File: config.mk
export PLATFORM = sky130hd
export DESIGN_NAME = aes_ctrl
export DESIGN_NICKNAME = d
export VERILOG_FILES = /design/src/hdl/aes_pkg.sv /design/src/hdl/aes_ctrl.sv
export SDC_FILE = /design/constraint.sdc
export NUM_CORES = 1
export LEC_CHECK = 0
export BUFFER_PORTS_ARGS = -buffer_cell sky130_fd_sc_hd__buf_2
export CORE_MARGIN = 10
export CORE_UTILIZATION = 54
export CTS_CLUSTER_DIAMETER = 150
export DETAILED_ROUTE_END_ITERATION = 12
export PLACE_DENSITY = 0.82
export SLEW_MARGIN = 20
export SYNTH_ARGS = -nofsm -noshare
export SYNTH_HDL_FRONTEND = slang
export SYNTH_SLANG_ARGS = --single-unit
File: constraint.sdc
create_clock -name clk -period 2.43 [get_ports clk]
set_input_delay 0.486 -clock clk [delete_from_list [all_inputs] [get_ports clk]]
set_output_delay 0.486 -clock clk [all_outputs]
set_load 0.01 [all_outputs]
File: src/hdl/aes_pkg.sv
// ----------------------------------------------------------------------------
// AES package
// Shared types, constants and byte functions for the AES-128 block cipher.
// ----------------------------------------------------------------------------
package aes_pkg;

	localparam int unsigned NUM_ROUNDS = 10;
	localparam int unsigned KEY_WORDS = 4 * (NUM_ROUNDS + 1);
	localparam int unsigned RND_W = 4;
	localparam int unsigned KW_IDX_W = 6;

	localparam logic CMD_ENCRYPT = 1'b0;
	localparam logic CMD_DECRYPT = 1'b1;

	localparam logic REG_KEY_HIGH = 1'b0;
	localparam logic REG_KEY_LOW  = 1'b1;

	typedef logic [7:0] byte_t;
	typedef logic [31:0] word_t;
	typedef logic [127:0] block_t;

	typedef struct packed {
		logic load;
		logic decrypt;
		logic last_round;
		logic key_start;
		logic key_step;
		logic [RND_W-1:0] rnd;
		logic [KW_IDX_W-1:0] key_idx;
	} ctrl_cmd_t;

	typedef struct packed {
		logic key_last;
	} ctrl_sts_t;

	localparam byte_t SBOX [256] = '{
	8'h63,8'h7C,8'h77,8'h7B,8'hF2,8'h6B,8'h6F,8'hC5,8'h30,8'h01,8'h67,8'h2B,8'hFE,8'hD7,8'hAB,8'h76,
	8'hCA,8'h82,8'hC9,8'h7D,8'hFA,8'h59,8'h47,8'hF0,8'hAD,8'hD4,8'hA2,8'hAF,8'h9C,8'hA4,8'h72,8'hC0,
	8'hB7,8'hFD,8'h93,8'h26,8'h36,8'h3F,8'hF7,8'hCC,8'h34,8'hA5,8'hE5,8'hF1,8'h71,8'hD8,8'h31,8'h15,
	8'h04,8'hC7,8'h23,8'hC3,8'h18,8'h96,8'h05,8'h9A,8'h07,8'h12,8'h80,8'hE2,8'hEB,8'h27,8'hB2,8'h75,
	8'h09,8'h83,8'h2C,8'h1A,8'h1B,8'h6E,8'h5A,8'hA0,8'h52,8'h3B,8'hD6,8'hB3,8'h29,8'hE3,8'h2F,8'h84,
	8'h53,8'hD1,8'h00,8'hED,8'h20,8'hFC,8'hB1,8'h5B,8'h6A,8'hCB,8'hBE,8'h39,8'h4A,8'h4C,8'h58,8'hCF,
	8'hD0,8'hEF,8'hAA,8'hFB,8'h43,8'h4D,8'h33,8'h85,8'h45,8'hF9,8'h02,8'h7F,8'h50,8'h3C,8'h9F,8'hA8,
	8'h51,8'hA3,8'h40,8'h8F,8'h92,8'h9D,8'h38,8'hF5,8'hBC,8'hB6,8'hDA,8'h21,8'h10,8'hFF,8'hF3,8'hD2,
	8'hCD,8'h0C,8'h13,8'hEC,8'h5F,8'h97,8'h44,8'h17,8'hC4,8'hA7,8'h7E,8'h3D,8'h64,8'h5D,8'h19,8'h73,
	8'h60,8'h81,8'h4F,8'hDC,8'h22,8'h2A,8'h90,8'h88,8'h46,8'hEE,8'hB8,8'h14,8'hDE,8'h5E,8'h0B,8'hDB,
	8'hE0,8'h32,8'h3A,8'h0A,8'h49,8'h06,8'h24,8'h5C,8'hC2,8'hD3,8'hAC,8'h62,8'h91,8'h95,8'hE4,8'h79,
	8'hE7,8'hC8,8'h37,8'h6D,8'h8D,8'hD5,8'h4E,8'hA9,8'h6C,8'h56,8'hF4,8'hEA,8'h65,8'h7A,8'hAE,8'h08,
	8'hBA,8'h78,8'h25,8'h2E,8'h1C,8'hA6,8'hB4,8'hC6,8'hE8,8'hDD,8'h74,8'h1F,8'h4B,8'hBD,8'h8B,8'h8A,
	8'h70,8'h3E,8'hB5,8'h66,8'h48,8'h03,8'hF6,8'h0E,8'h61,8'h35,8'h57,8'hB9,8'h86,8'hC1,8'h1D,8'h9E,
	8'hE1,8'hF8,8'h98,8'h11,8'h69,8'hD9,8'h8E,8'h94,8'h9B,8'h1E,8'h87,8'hE9,8'hCE,8'h55,8'h28,8'hDF,
	8'h8C,8'hA1,8'h89,8'h0D,8'hBF,8'hE6,8'h42,8'h68,8'h41,8'h99,8'h2D,8'h0F,8'hB0,8'h54,8'hBB,8'h16
	};

	localparam byte_t INV_SBOX [256] = '{
	8'h52,8'h09,8'h6A,8'hD5,8'h30,8'h36,8'hA5,8'h38,8'hBF,8'h40,8'hA3,8'h9E,8'h81,8'hF3,8'hD7,8'hFB,
	8'h7C,8'hE3,8'h39,8'h82,8'h9B,8'h2F,8'hFF,8'h87,8'h34,8'h8E,8'h43,8'h44,8'hC4,8'hDE,8'hE9,8'hCB,
	8'h54,8'h7B,8'h94,8'h32,8'hA6,8'hC2,8'h23,8'h3D,8'hEE,8'h4C,8'h95,8'h0B,8'h42,8'hFA,8'hC3,8'h4E,
	8'h08,8'h2E,8'hA1,8'h66,8'h28,8'hD9,8'h24,8'hB2,8'h76,8'h5B,8'hA2,8'h49,8'h6D,8'h8B,8'hD1,8'h25,
	8'h72,8'hF8,8'hF6,8'h64,8'h86,8'h68,8'h98,8'h16,8'hD4,8'hA4,8'h5C,8'hCC,8'h5D,8'h65,8'hB6,8'h92,
	8'h6C,8'h70,8'h48,8'h50,8'hFD,8'hED,8'hB9,8'hDA,8'h5E,8'h15,8'h46,8'h57,8'hA7,8'h8D,8'h9D,8'h84,
	8'h90,8'hD8,8'hAB,8'h00,8'h8C,8'hBC,8'hD3,8'h0A,8'hF7,8'hE4,8'h58,8'h05,8'hB8,8'hB3,8'h45,8'h06,
	8'hD0,8'h2C,8'h1E,8'h8F,8'hCA,8'h3F,8'h0F,8'h02,8'hC1,8'hAF,8'hBD,8'h03,8'h01,8'h13,8'h8A,8'h6B,
	8'h3A,8'h91,8'h11,8'h41,8'h4F,8'h67,8'hDC,8'hEA,8'h97,8'hF2,8'hCF,8'hCE,8'hF0,8'hB4,8'hE6,8'h73,
	8'h96,8'hAC,8'h74,8'h22,8'hE7,8'hAD,8'h35,8'h85,8'hE2,8'hF9,8'h37,8'hE8,8'h1C,8'h75,8'hDF,8'h6E,
	8'h47,8'hF1,8'h1A,8'h71,8'h1D,8'h29,8'hC5,8'h89,8'h6F,8'hB7,8'h62,8'h0E,8'hAA,8'h18,8'hBE,8'h1B,
	8'hFC,8'h56,8'h3E,8'h4B,8'hC6,8'hD2,8'h79,8'h20,8'h9A,8'hDB,8'hC0,8'hFE,8'h78,8'hCD,8'h5A,8'hF4,
	8'h1F,8'hDD,8'hA8,8'h33,8'h88,8'h07,8'hC7,8'h31,8'hB1,8'h12,8'h10,8'h59,8'h27,8'h80,8'hEC,8'h5F,
	8'h60,8'h51,8'h7F,8'hA9,8'h19,8'hB5,8'h4A,8'h0D,8'h2D,8'hE5,8'h7A,8'h9F,8'h93,8'hC9,8'h9C,8'hEF,
	8'hA0,8'hE0,8'h3B,8'h4D,8'hAE,8'h2A,8'hF5,8'hB0,8'hC8,8'hEB,8'hBB,8'h3C,8'h83,8'h53,8'h99,8'h61,
	8'h17,8'h2B,8'h04,8'h7E,8'hBA,8'h77,8'hD6,8'h26,8'hE1,8'h69,8'h14,8'h63,8'h55,8'h21,8'h0C,8'h7D
	};

	function automatic byte_t xtime(input byte_t a);
		return {a[6:0], 1'b0} ^ (a[7] ? 8'h1B : 8'h00);
	endfunction

	function automatic word_t mix_col(input word_t w, input logic inv);
		byte_t a0, a1, a2, a3;
		byte_t b0, b1, b2, b3;
		byte_t u, v;
		a0 = w[31:24]; a1 = w[23:16]; a2 = w[15:8]; a3 = w[7:0];
		// The inverse is a premultiply by {05,00,04,00} followed by the forward mix.
		if (inv) begin
			u = xtime(xtime(a0 ^ a2));
			v = xtime(xtime(a1 ^ a3));
			a0 = a0 ^ u; a1 = a1 ^ v; a2 = a2 ^ u; a3 = a3 ^ v;
		end
		b0 = xtime(a0) ^ xtime(a1) ^ a1 ^ a2 ^ a3;
		b1 = a0 ^ xtime(a1) ^ xtime(a2) ^ a2 ^ a3;
		b2 = a0 ^ a1 ^ xtime(a2) ^ xtime(a3) ^ a3;
		b3 = xtime(a0) ^ a0 ^ a1 ^ a2 ^ xtime(a3);
		return {b0, b1, b2, b3};
	endfunction

endpackage

File: src/hdl/aes_ctrl.sv
// ----------------------------------------------------------------------------
// AES controller
// Sequences key expansion and the ten cipher rounds, and owns the handshake.
// ----------------------------------------------------------------------------
module aes_ctrl (
	input  logic clk,
	input  logic arst_n,
	input  logic in_valid,
	output logic in_stall,
	input  logic in_cmd,
	output logic out_valid,
	input  logic out_stall,
	input  logic cfg_start,
	input  aes_pkg::ctrl_sts_t sts,
	output aes_pkg::ctrl_cmd_t cmd
);

	typedef enum logic [1:0] {
		ST_IDLE,
		ST_EXPAND,
		ST_ROUND
	} state_t;

	state_t state_q;
	logic out_valid_q;
	logic decrypt_q;
	logic [aes_pkg::RND_W-1:0] cnt_q;
	logic [aes_pkg::KW_IDX_W-1:0] kidx_q;
	logic accept;
	logic last;
	logic in_dec;

	assign in_stall = (state_q != ST_IDLE) || (out_valid_q && out_stall) || cfg_start;
	assign accept = in_valid && !in_stall;
	assign out_valid = out_valid_q;
	assign last = (cnt_q == aes_pkg::RND_W'(aes_pkg::NUM_ROUNDS));
	assign in_dec = (in_cmd == aes_pkg::CMD_DECRYPT);

	always_comb begin
		cmd = '0;
		cmd.load = accept;
		cmd.decrypt = accept ? in_dec : decrypt_q;
		cmd.key_start = cfg_start;
		cmd.key_step = (state_q == ST_EXPAND);
		cmd.key_idx = kidx_q;
		cmd.last_round = (state_q == ST_ROUND) && last;
		if (accept) begin
			cmd.rnd = in_dec ? aes_pkg::RND_W'(aes_pkg::NUM_ROUNDS) : '0;
		end else begin
			cmd.rnd = decrypt_q ? aes_pkg::RND_W'(aes_pkg::NUM_ROUNDS) - cnt_q : cnt_q;
		end
	end

	always_ff @(posedge clk or negedge arst_n) begin
		if (!arst_n) begin
			state_q <= ST_IDLE;
			out_valid_q <= 1'b0;
			decrypt_q <= 1'b0;
			cnt_q <= '0;
			kidx_q <= '0;
		end else begin
			if (out_valid_q && !out_stall) begin
				out_valid_q <= 1'b0;
			end
			case (state_q)
				ST_IDLE: begin
					if (cfg_start) begin
						state_q <= ST_EXPAND;
						kidx_q <= aes_pkg::KW_IDX_W'(4);
					end else if (accept) begin
						state_q <= ST_ROUND;
						decrypt_q <= in_dec;
						cnt_q <= aes_pkg::RND_W'(1);
					end
				end
				ST_EXPAND: begin
					if (cfg_start) begin
						kidx_q <= aes_pkg::KW_IDX_W'(4);
					end else if (sts.key_last) begin
						state_q <= ST_IDLE;
					end else begin
						kidx_q <= kidx_q + aes_pkg::KW_IDX_W'(1);
					end
				end
				ST_ROUND: begin
					if (last) begin
						state_q <= ST_IDLE;
						out_valid_q <= 1'b1;
					end else begin
						cnt_q <= cnt_q + aes_pkg::RND_W'(1);
					end
				end
				default: state_q <= ST_IDLE;
			endcase
		end
	end

endmodule

=== After elaboration in Yosys (flattened, before gate mapping) ===
Index checks and enable logic that the tools add are counted.
W data, S select, Z words.

* $add $sub $neg: 3
* Eq/ne operators: 12
* Multiplexer cells: 21
* Bitwise gates (word level): 1
* Reductions and logical operators: 16

{| class="wikitable"
|+ Operator list
! cell !! number
|-
| $mux W4 || 6
|-
| $mux W6 || 3
|-
| $ne A2 B2 Y1 const B || 7
|-
| $pmux W6 S2 || 1
|-
| $mux W2 || 5
|-
| $pmux W4 S2 || 1
|-
| $reduce_and A4 Y1 || 2
|-
| $add A6 B1 Y6 const B || 1
|-
| $ne A3 B3 Y1 const B || 2
|-
| $pmux W2 S3 || 1
|-
| $reduce_bool A2 Y1 || 3
|-
| $add A4 B1 Y4 const B || 1
|-
| $eq A4 B4 Y1 const B || 1
|-
| $logic_and A1 B1 Y1 || 4
|-
| $mux W1 || 4
|-
| $sub A4 B4 Y4 const A || 1
|-
| $reduce_and A3 Y1 || 1
|-
| $eq A2 B1 Y1 const B || 1
|-
| $eq A2 B2 Y1 const B || 1
|-
| $logic_not A1 Y1 || 2
|-
| $logic_not A2 Y1 || 1
|-
| $logic_or A1 B1 Y1 || 2
|-
| $reduce_and A2 Y1 || 1
|-
| $not A1 Y1 || 1
|}

* Flip-flop bits (word level): 14
* Input bits: 7
* Output and inout port bits: 17
* Word-level logic and storage cells: 58

=== Logic depth before layout (Yosys ltp) ===
* Word-level depth: 8
* Mapped depth: 6
* Mapped depth without buffers: 6

=== Worst setup path after synthesis ===
No wires, ideal clock.

* Path type: reg2out
* Start point: register state_q[1]
* End point: output port cmd[13] (netlist name)
* Arrival time: 1.307 ns
* Required time: 1.944 ns
* Path slack: 0.637 ns
* Cell stages (with the launch flop): 5
* Path through: dfrtp_1 -> buf_2 -> nor2_2 -> nand4_1 -> mux2_1

{| class="wikitable"
|+ RTL lines
! item !! RTL line !! text
|-
| start, declared || aes_ctrl.sv:24 || <nowiki>state_t state_q;</nowiki>
|-
| start signal, assigned || aes_ctrl.sv:56 || <nowiki>state_q <= ST_IDLE;</nowiki>
|-
| start signal, assigned || aes_ctrl.sv:68 || <nowiki>state_q <= ST_EXPAND;</nowiki>
|-
| start signal, assigned || aes_ctrl.sv:71 || <nowiki>state_q <= ST_ROUND;</nowiki>
|-
| end, declared || aes_ctrl.sv:15 || <nowiki>output aes_pkg::ctrl_cmd_t cmd</nowiki>
|}

==> flow_summary.ini <==
[cts]
htreeDepth = 1
cts_setup_buffers = 0
clkTransAtPathRegs_ns = 0.07
clock_latency_ns = 0.27
clock_sinks = 14
cts_root_buffer = clkbuf_4
tritoncts = built
cts_resized = 0
hold_buffers = 0
numCtsBuffers = 3
clockBufferDepth = 2

[cells_and_area]
drive_gt1_share_pct = 29.66
syn2layout_area_growth_pct = 16.03
fillerInstances = 123
final_core_util_pct = 67.73
diodes = 0
fin_nets = 129
design_area_um2 = 1032

[logic_synthesis]
synth_commonest_cells = dfrtp_1 (14), nor2_1 (10), nand2_1 (8), o21ai_1 (7), mux2i_1 (5)
seq_area_frac_synth_pct = 39.38
syn_area_per_cell_um2 = 9.267
yosysWarnings = 0
netlist_instances = 96
yosys.area.top_type_share_pct = 39.38
synth.most_common_cell = dfrtp_1
synth_seq_cells = 14
synth.distinct_cells = 35
async_flop_share_pct = 100.0
synth_area_leaders = dfrtp_1 (39%), mux2i_1 (5.6%), ha_1 (4.2%)
syn_nets = 106
synth_area_leader_cell = dfrtp_1
synthFlopType = dfrtp_1
synth_edf_count = 0
netlist_area_um2 = 889.6

[floorplanning]
rows = 14
io_pins = 24
initial_core_util_pct = 58.37
core-area_um2 = 1524
die_h_um = 60.59
dieArea_um2 = 3671
fp.dieW_um = 60.59

[setup_path]
cp_max_fo = 9
end_kind = primary output
reg2reg_depth = 6
timing.rr.start = cnt_q[0]
crit_required_ns = 1.94
critPathKind = flop to primary output
reg2reg_to = cnt_q[3]
worstPathArrival_ns = 1.77
reg2reg_slack_ns = 0.68
start_kind = flop

[sta]
worst_pin_slew_ns = 0.3748
hold_viol_final = 0
worst_hold_slack_ns = 0.08569
fmax_ghz = 0.4428
final.setup_skew_ns = 0.0005834
period_needed_ns = 2.258
rsz0062_at_grt = false
slew_headroom_pct = 74.96
min_period_over_period_pct = 92.93
slew_viol_final = 0
setup_viol = 0
tns_ns = 0

[power]
peakVddDrop_mv = 0.5718
power_leakage_nw = 0.5036
powerDensity_nw_per_um2 = 861.7
power.total_mw = 0.8895

[route]
viasPerCell = 5.604
wirelength_mm = 1.891
drtIter0Drc = 16
wl_per_cell_um = 14.11
drt_pre_antenna_iters = 4
route.detailed.drc = 0
num_vias = 751
ant_nets = 0

[min_path]
hold_path_class = input port to async pin

[global_routing]
grt_antenna_before_repair = 0
grt_overflow = 0
grtUsageTotal_pct = 11.04
grt_pass1_vias = 736
grt_first_pass_wirelength_mm = 3.194
grt_max_degree = 21

[run_status]
status = finished clean

[place]
hpwl_mm = 1.534
place_area_um2 = 996.0
port-buffer-count = 23
finalWeightedCongestion = 0.7878

[flow_run]
cap_violations = 0
[cells in the final DEF, fill, tap and decap left out, drive strengths merged, types with 2 or more instances in the layout]
cell    instances
o21ai           7
nor2b           2
nand4           2
inv             7
dfrtp          14
a211oi          3
nand3           4
a21oi           2
mux2            2
nor3            2
nand2           8
ha              3
xor2            2
xnor2           3
nor2           11
buf            24
clkbuf          4
mux2i           5
[routing by layer]
layer  track usage [%]  vias to the layer above  routed length (um)
met5                 0                        -                   0
met4             2.821                        0                  11
met3             4.593                        2                 145
met2             17.76                       20                 928
met1             13.29                      349                 806
li1                  -                      380                   -
[worst max-delay path by stage]
stage	from	to	slack, ns
after floorplan	state_q[1]	cmd[13]	0.64
after global placement	cfg_start	cmd[13]	0.46
after detailed placement	cfg_start	cmd[13]	0.42
after CTS	state_q[0]	cmd[13]	0.16
after global routing	state_q[0]	cmd[13]	0.05
final	state_q[0]	cmd[13]	0.17
[state kept, by name, summed over array words and instances, names as in the netlist]
register	flops
out_valid	1
kidx_q	6
cnt_q	4
decrypt_q	1
state_q	2
[critical path, stage by stage (launching register included)]
cell     delay (ns)
dfrtp_1        0.49
nor2_2         0.20
nand4_1        0.28
mux2_1         0.39
buf_2          0.14
[per-stage QoR]
stage                     cells  setup WS, ns
final                       134        0.1717
after global routing        134       0.05272
after CTS                   134        0.1573
after detailed placement    130        0.4240
after global placement      130        0.4616
after floorplan              96        0.6369
[kinds of logic (layout without fill, tap and decap cells)]
logic type	Yosys count	after routing	synth area share, %
adder cells (fa/ha/maj)	3	3	4.220
buffers and inverters	13	35	7.031
AND/OR/NAND/NOR	34	34	20.40
XOR/XNOR	5	5	4.924
multiplexers	7	7	8.158
AO/OA/AOI/OAI	20	20	15.89
flip-flops	14	14	39.38
[layout make-up]
| cell class | count | area (um^2) | share of cell area [%] |
|---|---|---|---|
| sequential | 14 | 350.3 | 33.94 |
| inverter | 7 | 26.28 | 2.545 |
| clock buffer | 4 | 36.28 | 3.515 |
| tap | 16 | 20.02 | 1.939 |
| timing repair buffer | 24 | 122.6 | 11.88 |
| multi-input combinational | 69 | 476.7 | 46.18 |
[power breakdown]
part           leakage, nW  internal, mW  total, mW  switching, mW
Combinational        0.303         0.172      0.371          0.199
Sequential           0.180         0.280      0.360         0.0798
Clock               0.0210        0.0911      0.158         0.0673
Total                0.504         0.543      0.889          0.346
Power figures use the tool's default switching activity.
